--- config.mk ---
export PLATFORM = sky130hd
export DESIGN_NAME = ddo_ctrl
export DESIGN_NICKNAME = d
export VERILOG_FILES = /design/src/ddo_pkg.sv /design/src/ddo_ctrl.sv
export SDC_FILE = /design/constraint.sdc
export NUM_CORES = 1
export LEC_CHECK = 0
export BUFFER_PORTS_ARGS = -buffer_cell sky130_fd_sc_hd__buf_2
export CORE_ASPECT_RATIO = 0.8
export CORE_MARGIN = 2
export CORE_UTILIZATION = 50
export CTS_BUF_LIST = sky130_fd_sc_hd__clkbuf_8
export DETAILED_ROUTE_END_ITERATION = 16
export GPL_TIMING_DRIVEN = 0
export PLACE_DENSITY = 0.83
export SLEW_MARGIN = 20
export SYNTH_ARGS = -nofsm -noshare
export SYNTH_HDL_FRONTEND = slang
export SYNTH_SLANG_ARGS = --single-unit
--- constraint.sdc ---
create_clock -name i_clk -period 1.74 [get_ports i_clk]
set_input_delay 0.348 -clock i_clk [delete_from_list [all_inputs] [get_ports i_clk]]
set_output_delay 0.348 -clock i_clk [all_outputs]
set_load 0.02 [all_outputs]
--- src/ddo_pkg.sv ---
// Shared constants, types and tables of the odometry block.
`timescale 1ns / 1ps
package ddo_pkg;

    localparam int ANGLE_BITS_DEF   = 24;
    localparam int FRAC_BITS_DEF    = 16;
    localparam int CORDIC_STEPS_DEF = 24;

    localparam int NUM_W  = 63;  // dividend of the heading step
    localparam int SUM_W  = 34;  // wheel delta sum and difference
    localparam int XY_W   = 34;  // CORDIC vector
    localparam int Z_W    = 33;  // CORDIC residual angle
    localparam int PROD_W = 68;  // step times trig product
    localparam int POS_W  = 48;
    localparam int IN_W   = 64;

    localparam logic [15:0]              WHEEL_BASE_RST = 16'd400;
    localparam logic [29:0]              INV_TWO_PI_Q32 = 30'd683565276;
    localparam logic signed [XY_W-1:0]   CORDIC_GAIN    = 34'sd652032874;
    localparam logic signed [POS_W-1:0]  POS_MAX        = 48'sh7FFF_FFFF_FFFF;
    localparam logic signed [POS_W-1:0]  POS_MIN        = 48'sh8000_0000_0000;

    typedef struct packed {
        logic       take;       // capture counts, form deltas
        logic       mul;        // form dividend, clear remainder
        logic       div_step;
        logic       head;
        logic       cord_init;
        logic       cord_step;
        logic [4:0] iter;
        logic       trig;
        logic       pp_en;
        logic       pp_hi;
        logic       pp_y;
        logic       acc_en;
        logic       acc_y;
        logic       out_load;
    } t_cmd;

    // arctangent of 2^-i in 2^32 units per turn, truncated
    function automatic logic [29:0] atan_turn(input logic [4:0] idx);
        logic [29:0] v;
        case (idx)
            5'd0:  v = 30'h20000000;
            5'd1:  v = 30'h12E4051D;
            5'd2:  v = 30'h09FB385B;
            5'd3:  v = 30'h051111D4;
            5'd4:  v = 30'h028B0D43;
            5'd5:  v = 30'h0145D7E1;
            5'd6:  v = 30'h00A2F61E;
            5'd7:  v = 30'h00517C55;
            5'd8:  v = 30'h0028BE53;
            5'd9:  v = 30'h00145F2E;
            5'd10: v = 30'h000A2F98;
            5'd11: v = 30'h000517CC;
            5'd12: v = 30'h00028BE6;
            5'd13: v = 30'h000145F3;
            5'd14: v = 30'h0000A2F9;
            5'd15: v = 30'h0000517C;
            5'd16: v = 30'h000028BE;
            5'd17: v = 30'h0000145F;
            5'd18: v = 30'h00000A2F;
            5'd19: v = 30'h00000517;
            5'd20: v = 30'h0000028B;
            5'd21: v = 30'h00000145;
            5'd22: v = 30'h000000A2;
            5'd23: v = 30'h00000051;
            5'd24: v = 30'h00000028;
            5'd25: v = 30'h00000014;
            5'd26: v = 30'h0000000A;
            5'd27: v = 30'h00000005;
            5'd28: v = 30'h00000002;
            5'd29: v = 30'h00000001;
            default: v = 30'h00000000;
        endcase
        return v;
    endfunction

endpackage

--- src/ddo_ctrl.sv ---
// Sequencer of the odometry block: handshakes and datapath commands.
`timescale 1ns / 1ps
module ddo_ctrl #(
    parameter int CORDIC_STEPS = ddo_pkg::CORDIC_STEPS_DEF
) (
    input  logic          i_clk,
    input  logic          i_rst_n,
    input  logic          i_in_valid,
    output logic          o_in_ready,
    input  logic          i_out_ready,
    output logic          o_out_valid,
    output ddo_pkg::t_cmd o_cmd
);
    import ddo_pkg::*;

    typedef enum logic [3:0] {
        S_IDLE, S_MUL, S_DIV, S_HEAD, S_CINIT, S_CORD, S_TRIG,
        S_PX0, S_PX1, S_AX, S_PY0, S_PY1, S_AY, S_FIN
    } t_state;

    t_state     r_state;
    logic [5:0] r_cnt;
    logic       r_primed;
    logic       r_out_valid;
    logic       w_in_acc;
    logic       w_slot_free;

    assign o_in_ready  = (r_state == S_IDLE);
    assign o_out_valid = r_out_valid;
    assign w_in_acc    = i_in_valid && o_in_ready;
    assign w_slot_free = !r_out_valid || i_out_ready;

    always_comb begin
        o_cmd          = '0;
        o_cmd.iter     = r_cnt[4:0];
        o_cmd.take     = w_in_acc;
        unique case (r_state)
            S_IDLE:  ;
            S_MUL:   o_cmd.mul = 1'b1;
            S_DIV:   o_cmd.div_step = 1'b1;
            S_HEAD:  o_cmd.head = 1'b1;
            S_CINIT: o_cmd.cord_init = 1'b1;
            S_CORD:  o_cmd.cord_step = 1'b1;
            S_TRIG:  o_cmd.trig = 1'b1;
            S_PX0:   o_cmd.pp_en = 1'b1;
            S_PX1: begin
                o_cmd.pp_en = 1'b1;
                o_cmd.pp_hi = 1'b1;
            end
            S_AX:    o_cmd.acc_en = 1'b1;
            S_PY0: begin
                o_cmd.pp_en = 1'b1;
                o_cmd.pp_y  = 1'b1;
            end
            S_PY1: begin
                o_cmd.pp_en = 1'b1;
                o_cmd.pp_hi = 1'b1;
                o_cmd.pp_y  = 1'b1;
            end
            S_AY: begin
                o_cmd.acc_en = 1'b1;
                o_cmd.acc_y  = 1'b1;
            end
            S_FIN:   o_cmd.out_load = w_slot_free;
            default: ;
        endcase
    end

    always_ff @(posedge i_clk) begin
        if (!i_rst_n) begin
            r_state     <= S_IDLE;
            r_cnt       <= '0;
            r_primed    <= 1'b0;
            r_out_valid <= 1'b0;
        end else begin
            // raise the result as it is loaded, drop it once taken
            if (r_state == S_FIN && w_slot_free) begin
                r_out_valid <= 1'b1;
            end else if (r_out_valid && i_out_ready) begin
                r_out_valid <= 1'b0;
            end
            unique case (r_state)
                S_IDLE: begin
                    if (w_in_acc) begin
                        r_primed <= 1'b1;
                        // first sample only primes the counts
                        if (r_primed) begin
                            r_state <= S_MUL;
                        end
                    end
                end
                S_MUL: begin
                    r_cnt   <= '0;
                    r_state <= S_DIV;
                end
                S_DIV: begin
                    r_cnt <= r_cnt + 6'd1;
                    if (r_cnt == 6'(NUM_W - 1)) begin
                        r_state <= S_HEAD;
                    end
                end
                S_HEAD:  r_state <= S_CINIT;
                S_CINIT: begin
                    r_cnt   <= '0;
                    r_state <= S_CORD;
                end
                S_CORD: begin
                    r_cnt <= r_cnt + 6'd1;
                    if (r_cnt == 6'(CORDIC_STEPS - 1)) begin
                        r_state <= S_TRIG;
                    end
                end
                S_TRIG: r_state <= S_PX0;
                S_PX0:  r_state <= S_PX1;
                S_PX1:  r_state <= S_AX;
                S_AX:   r_state <= S_PY0;
                S_PY0:  r_state <= S_PY1;
                S_PY1:  r_state <= S_AY;
                S_AY:   r_state <= S_FIN;
                S_FIN: begin
                    // hold until the output register is free
                    if (w_slot_free) begin
                        r_state <= S_IDLE;
                    end
                end
                default: r_state <= S_IDLE;
            endcase
        end
    end

endmodule

==> metrics.cfg, run 1 <==
[placement]
io_buffer_count=23
postPlaceCellArea_um2=1060
place_ws_ps=98.0
place_congestion=0.844
dp_hpwl_mm=1.60

[layout]
regArea_um2=245
fill_cells=126
area_delta_synth_final_pct=36.6
drive_above_1_share=0.393
stdcell_area_um2=1250
nets=157
multi_input_area_um2=613
num_antenna_cells=0

[detailed_routing]
totalWireLength_mm=2.48
viasPerCell=5.72
post-route-drc-count=0
dr.first_iter.drc_count=63
firstDrtPassIters=4
ant_nets=0
wl_per_cell_um=14.4
vias=984

[worst_setup_path]
worstPathMaxFanout=8
worstSetupPathType=flop to primary output
critical_path.startpoint_type=flop
cp.required_ps=1390
endpoint_kind=primary output
worstPathArrival_ps=1370

[power]
clockPowerShare=0.416
finalPower_mw=0.750
powerDensity_nw_per_um2=602
pwr-share-comb=0.193
sw_frac_of_total=0.261
p_leak_nw=0.549
worst_ir_drop_vdd_v=0.000583
p_int_mw=0.554
power_switching_mw=0.196
p_seq_frac=0.391

[synthesis]
syn_nets=124
synth-seq-cells=12
ys_types=39
synth-edff-count=0
yosysTopAreaCell=dfxtp_1
yosys.area_share.simple=0.331
syn_area_um2=912
yosysWarnings=0
synth_top_area_frac=0.263
synth.area.mux_share=0.0110
yosysMostFrequentCell=dfxtp_1
synth-main-ff-cell=dfxtp_1
synth_async_sr_flop_share=0
ys_seq_area_frac=0.263
synthXorXnorAreaFrac=0.0288
synth_common_cells=dfxtp_1, nand2_1, nor2_1
netlist_top_cells_area=dfxtp_1, buf_4, nand2b_1
synth_top_family_by_area=simple AND/OR/NAND/NOR gates
synth_fa_ha_area_frac=0.0274
synth-compound-area-share=0.224
syn_avg_cell_area_um2=7.73
netlist_instances=118

[sta]
period_needed_ps=1720
drv_slew=0
relSlewSlack=0.730
fin_crit_sh=0.987
fin_skew_ps=2.40
finalSetupViolCount=0
worst_slack_ps=22.3
clock.fmax_ghz=0.582
hold_viol=0
worst_pin_slew_ps=405

[clock_tree]
clkLatencyLatePin_ps=250
numCtsBuffers=3
clk_path_buf_depth=2
path_clk_slew_ps=50
cts-root-buf=clkbuf_8
cts_tree=yes
cts.sinks=12
cts_max_level=1

[grt]
overflow=0
grt_pass1_wl_mm=3.66
antenna_found_initial=0
grt_max_degree=11
grt_pass1_vias=835
track_usage=0.225

[die]
initial_core_util=0.544
die_x_um=51.8
io_pins=24
dieArea_um2=2180
row_count=13
die_y_um=42.2
core_um2=1680

[outcome]
status=completed

[job]
drv_cap=0

[hold_path]
hp-class=input port to flop

==> worst max-delay path, stage by stage, from the launching register on <==
cell and delay [ps]:
dfxtp_2 330, buf_8 130, buf_8 130, buf_4 130, nor3_1 190, buf_2 200
==> cells in the final DEF (no fill, tap or decap), drive strengths merged <==
| cell type | n |
|---|---|
| mux2i | 1 |
| or4b | 1 |
| a31oi | 3 |
| a21boi | 2 |
| nor2 | 8 |
| and4 | 1 |
| xor2 | 1 |
| nand3 | 4 |
| a21o | 1 |
| nor2b | 6 |
| o31ai | 1 |
| a21oi | 7 |
| nor3b | 2 |
| dfxtp | 12 |
| nand2b | 7 |
| clkbuf | 4 |
| nand2 | 9 |
| xnor2 | 2 |
| or3b | 2 |
| nor4 | 1 |
| a41oi | 1 |
| nand4 | 1 |
| inv | 4 |
| a221oi | 1 |
| o41ai | 2 |
| nand3b | 1 |
| ha | 2 |
| buf | 42 |
| and3 | 2 |
| o21a | 1 |
| and2 | 3 |
| o21ai | 8 |
| a222oi | 2 |
| nor3 | 5 |
==> power groups by stage <==
stage	logic, mW	registers [mW]	clock network, mW
floorplan	0.0925	0.295	0
global placement	0.117	0.297	0
detailed placement	0.119	0.297	0
CTS	0.131	0.292	0.318
global route	0.155	0.294	0.337
finish	0.145	0.293	0.312
==> path summary, 6_finish.rpt <==
| check | slack [ps] | cells after the start | end | start |
|---|---|---|---|---|
| hold / removal | 450 | 3 | r_primed | i_in_valid |
| setup reg to reg | 200 | 4 | r_state[0] | r_cnt[1] |
| setup / recovery | 20 | 5 | o_cmd[13] | r_state[1] |
| hold reg to reg | 480 | 1 | r_primed | r_primed |
==> flip-flops by register name (all words and copies together), names as in the netlist <==
name and flops:
r_cnt 6, r_state 4, o_out_valid 1, r_primed 1
==> repair_timing <==
item,CTS,global route
hold buffers,0,0
gates cloned,0,0
endpoints found under the hold margin,0,0
endpoints found under the setup margin,7,6
setup buffers,1,4
pin swaps,2,1
gates resized for setup,15,15
==> stage by stage <==
step | cells | hold slack, ps | utilization | TNS [ps]
2_1_floorplan | 118 | 440 | - | 0
3_3_place_gp | 163 | 455 | 0.635 | 0
3_5_place_dp | 163 | 465 | 0.635 | 0
4_1_cts | 168 | 454 | 0.696 | 0
5_1_grt | 172 | 445 | 0.744 | -18.2
6_report | 172 | 447 | 0.744 | 0
==> final cells by class <==
| cell class | count | share of cell area |
|---|---|---|
| sequential | 12 | 0.197 |
| clock buffer | 4 | 0.0442 |
| inverter | 4 | 0.0120 |
| multi-input combinational | 88 | 0.492 |
| tap | 22 | 0.0221 |
| timing repair buffer | 28 | 0.131 |
| buffer | 14 | 0.102 |
==> layer usage <==
metal	routed length, um	part of all wire	global-route usage
met1	1090	0.44	0.291
met2	1180	0.48	0.356
met3	146	0.059	0.0643
met4	68	0.027	0.0789
met5	0	0	0
==> kinds of logic after synthesis <==
family | Yosys count
AND/OR/NAND/NOR | 53
AO/OA/AOI/OAI | 29
buffers and inverters | 18
adder cells (fa/ha/maj) | 2
multiplexers | 1
flip-flops | 12
XOR/XNOR | 3
Note: power is estimated with default switching activity, not from simulation.
==> run 2, diff against run 1 <==
==> constraint.sdc (replaced) <==
create_clock -name i_clk -period 1.74 [get_ports i_clk]
set_input_delay 0.261 -clock i_clk [delete_from_list [all_inputs] [get_ports i_clk]]
set_output_delay 0.261 -clock i_clk [all_outputs]
set_load 0.02 [all_outputs]
==> metrics.cfg, run 2 (same netlist as run 1, synthesis figures left out) <==
[die]
io_pins=24
row_count=13
initial_core_util=0.544
die_x_um=51.8
core_um2=1680
die_y_um=42.2
dieArea_um2=2180

[grt]
track_usage=0.225
grt_pass1_wl_mm=3.69
overflow=0
grt_max_degree=11
grt_pass1_vias=816
antenna_found_initial=0

[sta]
period_needed_ps=1670
whs_ps=368
fin_crit_sh=0.961
tns_ps=0
drv_slew=0
worst_pin_slew_ps=421
fin_skew_ps=4.61
finalSetupViolCount=0
relSlewSlack=0.719
hold_viol=0
clock.fmax_ghz=0.598
rsz0062_at_grt=false

[layout]
largest_register=r_cnt
area_delta_synth_final_pct=29.1
nets=153
reg_top3=r_cnt x6, r_state x4
mostFrequentLayoutCell=buf_2
drive_above_1_share=0.356
final_cell_mix=buf_2, buf_4, dfxtp_1
num_antenna_cells=0
largest_reg_flops=6
fill_cells=148

[hold_path]
holdCritStartpoint=i_in_valid
hp-class=input port to flop

[detailed_routing]
totalWireLength_mm=2.47
vias=997
firstDrtPassIters=4
viasPerCell=5.93
ant_nets=0
dr.first_iter.drc_count=37
post-route-drc-count=0
wl_per_cell_um=14.7

[job]
drv_cap=0

[worst_setup_path]
worstSetupPathType=flop to primary output
rr_startpoint=r_cnt[1]
worstPathArrival_ps=1410
critical_path.startpoint_type=flop
cp.required_ps=1480
endpoint_kind=primary output
worstPathMaxFanout=10
setup.worst_path.start=r_state[2]

[clock_tree]
path_clk_slew_ps=50
cts_tree=yes
cts-root-buf=clkbuf_8
clk_path_buf_depth=2
cts_max_level=1
clkLatencyLatePin_ps=250
numCtsBuffers=3
cts.sinks=12

[placement]
place_congestion=0.809
io_buffer_count=23
dp_hpwl_mm=1.71

[outcome]
status=completed

[power]
p_leak_nw=0.517
worst_ir_drop_vdd_v=0.000480
powerDensity_nw_per_um2=626

-- run 2: cell types whose count changed in the layout (fill, tap and decap cells not counted), sizes merged --
cell,delta
buf,-6
clkbuf,+2
-- run 2: worst max-delay path, cell delays in order, from the launching register on --
cell and delay (ps):
dfxtp_1 320, buf_6 150, clkbuf_4 220, xor2_1 160, and3_1 160, buf_2 150
-- run 2: final timing paths --
path	slack (ps)	cells after the start	endpoint
setup / recovery	70	5	o_cmd[2]
hold reg to reg	470	1	r_primed
hold / removal	370	3	r_primed
setup reg to reg	180	4	r_state[0]
-- run 2: metal layers --
layer  GRT usage  wire length, um  vias up
li1            -                -      470
met1       0.276             1030      477
met4      0.0632                0        0
met2       0.379             1260       50
met5           0                0        -
met3      0.0643              177        0
-- run 2: layout make-up --
type / instances / area (um2) / area share
plain buffers: 14 / 116 / 0.0988
clock buffers: 4 / 55.1 / 0.0468
inverters: 4 / 15.0 / 0.0128
multi-input cells: 88 / 593 / 0.504
flip-flops and latches: 12 / 243 / 0.206
well taps: 22 / 27.5 / 0.0234
repair buffers: 24 / 128 / 0.108
-- run 2: per-stage QoR --
stage | worst slack (ps) | utilization | instances | cell area [um2] | total power, mW
after CTS | 3.12 | 0.674 | 167 | 1130 | 0.732
after floorplan | 72.7 | - | 118 | 912 | 0.383
after global routing | 7.77 | 0.703 | 168 | 1180 | 0.770
after detailed placement | 182 | 0.630 | 163 | 1050 | 0.414
after global placement | 222 | 0.630 | 163 | 1050 | 0.410
final | 67.5 | 0.703 | 168 | 1180 | 0.737
-- run 2: timing repair --
| item | CTS | global route |
|---|---|---|
| hold buffers | 0 | 0 |
| pin swaps | 1 | 1 |
| resized for setup | 6 | 14 |
| endpoints found under the setup margin | 5 | 7 |
| buffers inserted | 0 | 1 |
-- run 2: report_power, final --
group	total [mW]	switching, mW	internal [mW]
Combinational	0.132	0.0714	0.0605
Sequential	0.293	0.0106	0.283
Clock	0.312	0.111	0.200
